--- src/sv/mhpq_pkg.sv ---
// Shared types and constants for the min-heap priority queue.
// Used by mhpq_ctrl, mhpq_dpath and min_heap_priority_queue; depends on nothing.
`timescale 1ns / 1ps
`default_nettype none

package mhpq_pkg;

    localparam int CAPACITY_DEF = 64;
    localparam int KEY_W        = 32;
    localparam int COUNT_W      = 7;
    localparam int S_DATA_W     = 32;
    localparam int S_USER_W     = 1;
    localparam int M_DATA_W     = 40;
    localparam int M_USER_W     = 2;

    typedef enum logic [0:0] {
        REQ_INSERT = 1'b0,
        REQ_REMOVE = 1'b1
    } req_t;

    typedef enum logic [2:0] {
        ST_IDLE,
        ST_UP_RD,
        ST_UP_CMP,
        ST_DN_LOAD,
        ST_DN_RD,
        ST_DN_CMP,
        ST_DONE
    } state_t;

    // controller to datapath
    typedef struct packed {
        logic ins_start;
        logic rem_start;
        logic up_probe;
        logic up_step;
        logic dn_load;
        logic dn_probe;
        logic dn_step;
        logic load_out;
    } cmd_t;

    // datapath to controller
    typedef struct packed {
        logic full;
        logic empty;
        logic up_root;
        logic up_swap;
        logic dn_leaf;
        logic dn_swap;
        logic out_free;
    } stat_t;

endpackage

`default_nettype wire

--- src/sv/mhpq_ctrl.sv ---
// Request sequencer for the min-heap priority queue: walks sift-up and sift-down.
// Depends on mhpq_pkg for the state, command and status types.
`timescale 1ns / 1ps
`default_nettype none

module mhpq_ctrl (
    input  wire logic                              aclk,
    input  wire logic                              aresetn,
    input  wire logic                              s_tvalid,
    input  wire logic [mhpq_pkg::S_USER_W-1:0]     s_tuser,
    output logic                                   s_tready,
    input  wire mhpq_pkg::stat_t                   stat,
    output mhpq_pkg::cmd_t                         cmd
);

    mhpq_pkg::state_t state_reg, state_next;
    logic             is_insert;

    assign is_insert = (s_tuser[0] == mhpq_pkg::REQ_INSERT);

    always_ff @(posedge aclk) begin
        if (!aresetn) begin
            state_reg <= mhpq_pkg::ST_IDLE;
        end else begin
            state_reg <= state_next;
        end
    end

    always_comb begin
        state_next = state_reg;
        unique case (state_reg)
            mhpq_pkg::ST_IDLE: begin
                if (s_tvalid) begin
                    if (is_insert) begin
                        state_next = stat.full ? mhpq_pkg::ST_DONE : mhpq_pkg::ST_UP_RD;
                    end else begin
                        state_next = stat.empty ? mhpq_pkg::ST_DONE : mhpq_pkg::ST_DN_LOAD;
                    end
                end
            end
            mhpq_pkg::ST_UP_RD: begin
                state_next = stat.up_root ? mhpq_pkg::ST_DONE : mhpq_pkg::ST_UP_CMP;
            end
            mhpq_pkg::ST_UP_CMP: begin
                state_next = stat.up_swap ? mhpq_pkg::ST_UP_RD : mhpq_pkg::ST_DONE;
            end
            mhpq_pkg::ST_DN_LOAD: begin
                // count already dropped; an empty heap has nothing to move
                state_next = stat.empty ? mhpq_pkg::ST_DONE : mhpq_pkg::ST_DN_RD;
            end
            mhpq_pkg::ST_DN_RD: begin
                state_next = stat.dn_leaf ? mhpq_pkg::ST_DONE : mhpq_pkg::ST_DN_CMP;
            end
            mhpq_pkg::ST_DN_CMP: begin
                state_next = stat.dn_swap ? mhpq_pkg::ST_DN_RD : mhpq_pkg::ST_DONE;
            end
            mhpq_pkg::ST_DONE: begin
                if (stat.out_free) begin
                    state_next = mhpq_pkg::ST_IDLE;
                end
            end
            default: begin
                state_next = mhpq_pkg::ST_IDLE;
            end
        endcase
    end

    always_comb begin
        cmd      = '0;
        s_tready = 1'b0;
        unique case (state_reg)
            mhpq_pkg::ST_IDLE: begin
                // hold off requests while in reset
                s_tready      = aresetn;
                cmd.ins_start = aresetn && s_tvalid && is_insert;
                cmd.rem_start = aresetn && s_tvalid && !is_insert;
            end
            mhpq_pkg::ST_UP_RD:   cmd.up_probe = 1'b1;
            mhpq_pkg::ST_UP_CMP:  cmd.up_step  = 1'b1;
            mhpq_pkg::ST_DN_LOAD: cmd.dn_load  = 1'b1;
            mhpq_pkg::ST_DN_RD:   cmd.dn_probe = 1'b1;
            mhpq_pkg::ST_DN_CMP:  cmd.dn_step  = 1'b1;
            mhpq_pkg::ST_DONE:    cmd.load_out = stat.out_free;
            default: begin
                cmd = '0;
            end
        endcase
    end

endmodule

`default_nettype wire

--- src/sv/mhpq_dpath.sv ---
// Heap datapath: key memory, fill count, moving key, compares and result register.
// Depends on mhpq_pkg; driven by commands from mhpq_ctrl.
`timescale 1ns / 1ps
`default_nettype none

module mhpq_dpath #(
    parameter int CAPACITY = mhpq_pkg::CAPACITY_DEF
) (
    input  wire logic                              aclk,
    input  wire logic                              aresetn,
    input  wire mhpq_pkg::cmd_t                    cmd,
    output mhpq_pkg::stat_t                        stat,
    input  wire logic [mhpq_pkg::S_DATA_W-1:0]     s_tdata,
    output logic                                   m_tvalid,
    input  wire logic                              m_tready,
    output logic [mhpq_pkg::M_DATA_W-1:0]          m_tdata,
    output logic [mhpq_pkg::M_USER_W-1:0]          m_tuser
);

    localparam int AW = (CAPACITY > 1) ? $clog2(CAPACITY) : 1;
    localparam int CW = $clog2(CAPACITY + 1);
    localparam int XW = AW + 2;
    localparam int KW = mhpq_pkg::KEY_W;

    logic [KW-1:0] heap_mem [0:CAPACITY-1];

    logic [CW-1:0] count_reg, count_next;
    logic [AW-1:0] pos_reg, pos_next;
    logic [KW-1:0] key_reg, key_next;
    logic [KW-1:0] root_reg;
    logic          status_reg, status_next;
    logic [KW-1:0] rd_a_reg, rd_b_reg;

    logic          out_valid_reg;
    logic          out_status_reg;
    logic [KW-1:0] out_min_reg;
    logic          out_mvalid_reg;
    logic [mhpq_pkg::COUNT_W-1:0] out_count_reg;

    logic [AW-1:0] parent_idx;
    logic [XW-1:0] left_w, right_w, count_w;
    logic          left_ok, right_ok;
    logic          pick_left, pick_right;
    logic [KW-1:0] left_best_val;
    logic [AW-1:0] best_idx;
    logic [KW-1:0] best_val;

    logic          we;
    logic [AW-1:0] waddr;
    logic [KW-1:0] wdata;
    logic [AW-1:0] raddr_a, raddr_b;

    // index arithmetic
    assign parent_idx = AW'((pos_reg - 1'b1) >> 1);
    assign left_w     = {1'b0, pos_reg, 1'b1};
    assign right_w    = {1'b0, pos_reg, 1'b0} + XW'(2);
    assign count_w    = XW'(count_reg);
    assign left_ok    = (left_w < count_w);
    assign right_ok   = (right_w < count_w);

    // pick the smaller child; ties go left
    assign pick_left     = left_ok && ($signed(rd_a_reg) < $signed(key_reg));
    assign left_best_val = pick_left ? rd_a_reg : key_reg;
    assign pick_right    = right_ok && ($signed(rd_b_reg) < $signed(left_best_val));

    always_comb begin
        if (pick_right) begin
            best_idx = AW'(right_w);
            best_val = rd_b_reg;
        end else if (pick_left) begin
            best_idx = AW'(left_w);
            best_val = rd_a_reg;
        end else begin
            best_idx = pos_reg;
            best_val = key_reg;
        end
    end

    always_comb begin
        stat.full     = (count_reg == CW'(CAPACITY));
        stat.empty    = (count_reg == '0);
        stat.up_root  = (pos_reg == '0);
        stat.up_swap  = ($signed(key_reg) < $signed(rd_a_reg));
        stat.dn_leaf  = !left_ok;
        stat.dn_swap  = pick_left || pick_right;
        stat.out_free = !out_valid_reg || m_tready;
    end

    // memory port selection
    always_comb begin
        raddr_a = left_w[AW-1:0];
        if (cmd.rem_start) begin
            raddr_a = AW'(count_reg - 1'b1);
        end else if (cmd.up_probe) begin
            raddr_a = parent_idx;
        end
        raddr_b = right_w[AW-1:0];

        we    = 1'b0;
        waddr = pos_reg;
        wdata = key_reg;
        if (cmd.up_probe && stat.up_root) begin
            we = 1'b1;
        end else if (cmd.up_step) begin
            we    = 1'b1;
            wdata = stat.up_swap ? rd_a_reg : key_reg;
        end else if (cmd.dn_probe && stat.dn_leaf) begin
            we = 1'b1;
        end else if (cmd.dn_step) begin
            we    = 1'b1;
            wdata = best_val;
        end
    end

    always_ff @(posedge aclk) begin
        if (we) begin
            heap_mem[waddr] <= wdata;
        end
        rd_a_reg <= heap_mem[raddr_a];
        rd_b_reg <= heap_mem[raddr_b];
    end

    // mirror of the root entry
    always_ff @(posedge aclk) begin
        if (we && (waddr == '0)) begin
            root_reg <= wdata;
        end
    end

    always_comb begin
        count_next  = count_reg;
        pos_next    = pos_reg;
        key_next    = key_reg;
        status_next = status_reg;
        if (cmd.ins_start) begin
            status_next = stat.full;
            if (!stat.full) begin
                pos_next   = AW'(count_reg);
                count_next = CW'(count_reg + 1'b1);
                key_next   = s_tdata[KW-1:0];
            end
        end else if (cmd.rem_start) begin
            status_next = stat.empty;
            if (!stat.empty) begin
                pos_next   = '0;
                count_next = CW'(count_reg - 1'b1);
            end
        end else if (cmd.up_step) begin
            if (stat.up_swap) begin
                pos_next = parent_idx;
            end
        end else if (cmd.dn_load) begin
            key_next = rd_a_reg;
        end else if (cmd.dn_step) begin
            pos_next = best_idx;
        end
    end

    always_ff @(posedge aclk) begin
        if (!aresetn) begin
            count_reg <= '0;
        end else begin
            count_reg <= count_next;
        end
    end

    always_ff @(posedge aclk) begin
        pos_reg    <= pos_next;
        key_reg    <= key_next;
        status_reg <= status_next;
    end

    // result register
    always_ff @(posedge aclk) begin
        if (!aresetn) begin
            out_valid_reg <= 1'b0;
        end else if (cmd.load_out) begin
            out_valid_reg <= 1'b1;
        end else if (m_tready) begin
            out_valid_reg <= 1'b0;
        end
    end

    always_ff @(posedge aclk) begin
        if (cmd.load_out) begin
            out_status_reg <= status_reg;
            out_min_reg    <= stat.empty ? '0 : root_reg;
            out_mvalid_reg <= !stat.empty;
            out_count_reg  <= mhpq_pkg::COUNT_W'(count_reg);
        end
    end

    assign m_tvalid = out_valid_reg;
    assign m_tdata  = {1'b0, out_count_reg, out_min_reg};
    assign m_tuser  = {out_mvalid_reg, out_status_reg};

`ifndef ASSERT_OFF
    a_count_bound: assert property (@(posedge aclk) disable iff (!aresetn)
        count_reg <= CW'(CAPACITY))
        else $error("fill count above capacity");

    a_write_in_heap: assert property (@(posedge aclk) disable iff (!aresetn)
        we |-> (CW'(waddr) < count_reg))
        else $error("heap write outside occupied range");

    a_insert_count: assert property (@(posedge aclk) disable iff (!aresetn)
        (cmd.ins_start && !stat.full) |=> (count_reg == CW'($past(count_reg) + 1'b1)))
        else $error("insert did not advance count");

    a_remove_count: assert property (@(posedge aclk) disable iff (!aresetn)
        (cmd.rem_start && !stat.empty) |=> (count_reg == CW'($past(count_reg) - 1'b1)))
        else $error("remove did not drop count");
`endif

endmodule

`default_nettype wire

--- src/sv/min_heap_priority_queue.sv ---
// Min-heap priority queue: one request in, one result out, one request in flight.
// A rejected request (insert when full, remove when empty) goes straight to the result load; the
// next request is taken the cycle after the result loads. Each heap level takes one read state
// and one compare/write state.
// Reset (aresetn low, synchronous) empties the queue and the result slot; memory is not cleared.
`timescale 1ns / 1ps
`default_nettype none

module min_heap_priority_queue #(
    parameter int CAPACITY = mhpq_pkg::CAPACITY_DEF
) (
    input  wire logic                              aclk,
    input  wire logic                              aresetn,
    input  wire logic                              s_tvalid,
    output logic                                   s_tready,
    input  wire logic [mhpq_pkg::S_DATA_W-1:0]     s_tdata,   // [31:0] key
    input  wire logic [mhpq_pkg::S_USER_W-1:0]     s_tuser,   // [0] req_type
    output logic                                   m_tvalid,
    input  wire logic                              m_tready,
    output logic [mhpq_pkg::M_DATA_W-1:0]          m_tdata,   // [31:0] min_key, [38:32] count
    output logic [mhpq_pkg::M_USER_W-1:0]          m_tuser    // [0] status, [1] min_valid
);

    mhpq_pkg::cmd_t  cmd;
    mhpq_pkg::stat_t stat;

    mhpq_ctrl u_ctrl (
        .aclk     (aclk),
        .aresetn  (aresetn),
        .s_tvalid (s_tvalid),
        .s_tuser  (s_tuser),
        .s_tready (s_tready),
        .stat     (stat),
        .cmd      (cmd)
    );

    mhpq_dpath #(
        .CAPACITY (CAPACITY)
    ) u_dpath (
        .aclk     (aclk),
        .aresetn  (aresetn),
        .cmd      (cmd),
        .stat     (stat),
        .s_tdata  (s_tdata),
        .m_tvalid (m_tvalid),
        .m_tready (m_tready),
        .m_tdata  (m_tdata),
        .m_tuser  (m_tuser)
    );

endmodule

`default_nettype wire

--- config.mk ---
export PLATFORM = sky130hd
export DESIGN_NAME = min_heap_priority_queue
export DESIGN_NICKNAME = d
export VERILOG_FILES = /design/src/sv/mhpq_pkg.sv /design/src/sv/mhpq_ctrl.sv /design/src/sv/mhpq_dpath.sv /design/src/sv/min_heap_priority_queue.sv
export SDC_FILE = /design/constraint.sdc
export NUM_CORES = 2
export LEC_CHECK = 0
export BUFFER_PORTS_ARGS = -buffer_cell sky130_fd_sc_hd__buf_2
export CORE_UTILIZATION = 25
export DETAILED_ROUTE_END_ITERATION = 16
export PLACE_DENSITY = 0.51
export SLEW_MARGIN = 5
export SYNTH_ARGS = -nofsm -noshare
export SYNTH_HDL_FRONTEND = slang
export SYNTH_SLANG_ARGS = --single-unit
--- constraint.sdc ---
create_clock -name aclk -period 7.7 [get_ports aclk]
set_input_delay 1.54 -clock aclk [delete_from_list [all_inputs] [get_ports aclk]]
set_output_delay 1.54 -clock aclk [all_outputs]
set_load 0.01 [all_outputs]
==> flow_summary.yaml <==
global_routing:
  grt_pass1_wl_mm: 490
  grt_usage: 0.169
  overflow: 0
  antenna_found_initial: 18
  grt_max_degree: 187
  grt_pass1_vias: 63888
hold_path:
  hold_end: "u_dpath.out_status_reg$_DFFE_PP_"
  holdPathStages: 0
  hp-class: "register to register"
  min-delay-start: "u_dpath.status_reg$_DFFE_PN_"
yosys:
  synth_flop_cell: "edfxtp_1"
  synth_area_leaders: "edfxtp_1, mux4_2, a211oi_1"
  syn-num-nets: 7551
  synth_cells: 7434
  synth_seq_cells: 2235
  syn_avg_cell_area_um2: 13.4
  ys_types: 68
  ys_warn_count: 0
  yosysTopAreaCell: "edfxtp_1"
  synth_top_cell_area_share: 0.651
  synth_edf_count: 2160
  ys_async_sr_fraction: 0
  seq_area_frac_synth: 0.666
  synth_area_mm2: 0.0996
setup_path:
  r2r-end: "u_dpath.heap_mem[11][21]$_DFFE_PP_"
  endpoint_kind: "register"
  crit_chain: "inv_1, ha_1, nand4_1, nor3_1, a221oi_1, and2_1, a21boi_0, nor3_4, buf_12, mux2i_1, ha_1, a21o_1, a21o_1, a21o_1, a21o_1, a21oi_1, o211a_1, xnor2_2, nor2_4, buf_4, nor2b_1, o31ai_4, buf_4"
  path_max_fanout: 32
  start_kind: "register"
  reg2reg_from: "u_dpath.key_reg[31]$_DFFE_PP_"
  r2r_slack_ns: 0.64
  reg2regPathDepth: 23
  cp_top_family: "compound AO/OA/AOI/OAI gates"
  cp_slowest_stage_delay_ns: 0.75
  critPathMostFrequentCell: "a21o_1"
  crit_buf_inv: 4
  critPathSlowestCell: "nor3_4"
  worst-setup-path-type: "register to register"
  worst_ep_arrival_time_ns: 7.67
  required_ns: 8.31
sta:
  fin_crit_sh: 0.917
  fin_skew_ns: 0.0711
  rsz0062_at_grt: "false"
  tightest_slew_ns: 1.36
  timing.hold.ws_ns: 0.439
  finalSetupViolations: 0
  drv_slew: 0
  report.final.hold_viol_count: 0
  relSlewSlack: 0.0931
  timing.fmax_ghz: 0.142
  period_needed_ns: 7.06
run:
  cap_violations: 0
drt:
  ant_nets: 0
  drtPass1Iterations: 6
  drt_wl_total_mm: 351
  wl_per_cell_um: 27.3
  vias: 67045
  vias_per_cell: 5.22
  drc_errors: 0
  first_iter_violations: 7814
clock_network:
  clockBufferDepth: 4
  clock_latency_ns: 0.91
  cts-htree-levels: 4
  clk_pin_slew_worst_paths_ns: 0.06
  cts-root-buf: "clkbuf_16"
  cts.sinks: 2235
  cts_tree: "done"
  cts-buffers-inserted: 229
  post_cts_buffers: 0
  postCtsHoldBufs: 0
  ctsResizeCount: 0
cells_and_area:
  instances_no_fill: 12848
  largest_reg_flops: 2048
  regMostFlops: "u_dpath.heap_mem"
  drive_gt1_frac: 0.140
  final_cell_mix: "edfxtp_1, nand2_1, a211oi_1"
  final_common_cell: "edfxtp_1"
  final_nets: 7501
  fill_cells: 39611
  utilization: 0.291
  area_growth_pct: 15.9
pwr:
  pwr-share-clk: 0.222
  p_per_area_mw_per_mm2: 445
  swShare: 0.427
  power.internal_w: 0.0294
  share_comb_of_total_power: 0.471
  ir_drop_v: 0.000762
  p_seq_frac: 0.307
  p_leak_nw: 36.0
  power_switching_w: 0.0220
floorplan:
  chipWidth_um: 633
  die_area_mm2: 0.401
  initial_core_util: 0.251
  io_pins: 81
  rows: 231
  coreArea_mm2: 0.396
  die_y_um: 633
run_status:
  outcome: "complete, no violations"
place:
  place.gp.congestion: 0.872
  portBuffers: 79
  dpl.cell_count: 12395
  dp_hpwl_mm: 199
-- cell usage after synthesis, types with 11 or more instances --
library cell / instances
nand3_1: 178
edfxtp_1: 2160
ha_1: 80
nand4_1: 15
xnor2_1: 13
buf_4: 23
buf_2: 180
dfxtp_1: 75
nor2_1: 101
mux4_2: 256
nand2_1: 1446
and2_1: 551
a21o_1: 11
o21ai_0: 59
a311oi_1: 258
a31oi_1: 259
o31ai_1: 32
buf_1: 70
nor3_1: 49
nor2b_1: 36
clkbuf_1: 339
a22oi_1: 36
a211oi_1: 738
mux2i_1: 32
a21oi_1: 295
inv_1: 50
-- logic make-up after synthesis --
kind of cell,synth area share
xor+xnor,0.00176
compound gates,0.122
flops,0.666
fa+ha+maj,0.0100
simple gates,0.110
buf+inv,0.0281
mux,0.0614
other cells,0.0000377
-- through the flow --
step                      setup slack, ns  total power [W]  instance area (um^2)  setup TNS (ns)
after CTS                           0.668           0.0513                115000               0
after global routing                0.309           0.0535                115000               0
final                               0.640           0.0514                115000               0
after global placement              0.848           0.0398                108000               0
after detailed placement            0.732           0.0399                108000               0
after floorplan                    -0.639           0.0308                 99700         -451.07
-- routing by layer --
layer | GRT usage | vias to the layer above | share of wire | routed length (um)
li1 | - | 28708 | - | -
met1 | 0.219 | 34411 | 0.40 | 142000
met2 | 0.281 | 3256 | 0.47 | 166000
met3 | 0.0278 | 668 | 0.079 | 27800
met4 | 0.0646 | 2 | 0.042 | 14800
met5 | 0 | - | 0.000037 | 13
-- cell type report --
class,instances,area [um^2],share of cell area
inverters,51,200,0.00173
clock inverters,141,1520,0.0131
well taps,5242,6560,0.0568
multi-input cells,4536,31500,0.273
diodes,37,92.6,0.000802
repair buffers,331,3180,0.0276
clock buffers,275,6010,0.0520
flip-flops and latches,2235,66400,0.575
-- power by group through the flow --
stage          Clock (W)  Sequential [W]  Combinational (W)
6_report          0.0114          0.0158             0.0242
5_1_grt           0.0120          0.0158             0.0257
4_1_cts           0.0116          0.0158             0.0239
3_5_place_dp           0          0.0160             0.0239
3_3_place_gp           0          0.0160             0.0238
2_1_floorplan          0          0.0160             0.0148
-- how the worst max path moves through the flow --
| stage | startpoint | to | slack (ns) | cells after the start |
|---|---|---|---|---|
| 6_report | u_dpath.key_reg[31]$_DFFE_PP_ | u_dpath.heap_mem[11][21]$_DFFE_PP_ | 0.64 | 23 |
| 5_1_grt | u_dpath.key_reg[31]$_DFFE_PP_ | u_dpath.heap_mem[11][21]$_DFFE_PP_ | 0.31 | 23 |
| 4_1_cts | u_dpath.key_reg[31]$_DFFE_PP_ | u_dpath.heap_mem[15][21]$_DFFE_PP_ | 0.67 | 23 |
| 3_5_place_dp | u_dpath.key_reg[31]$_DFFE_PP_ | u_dpath.heap_mem[13][21]$_DFFE_PP_ | 0.73 | 23 |
| 3_3_place_gp | u_dpath.key_reg[31]$_DFFE_PP_ | u_dpath.heap_mem[13][21]$_DFFE_PP_ | 0.85 | 23 |
| 2_1_floorplan | u_dpath.pos_reg[0]$_DFFE_PP_ | u_dpath.heap_mem[0][19]$_DFFE_PP_ | -0.64 | 23 |
Note: power is estimated with default switching activity, not from simulation.
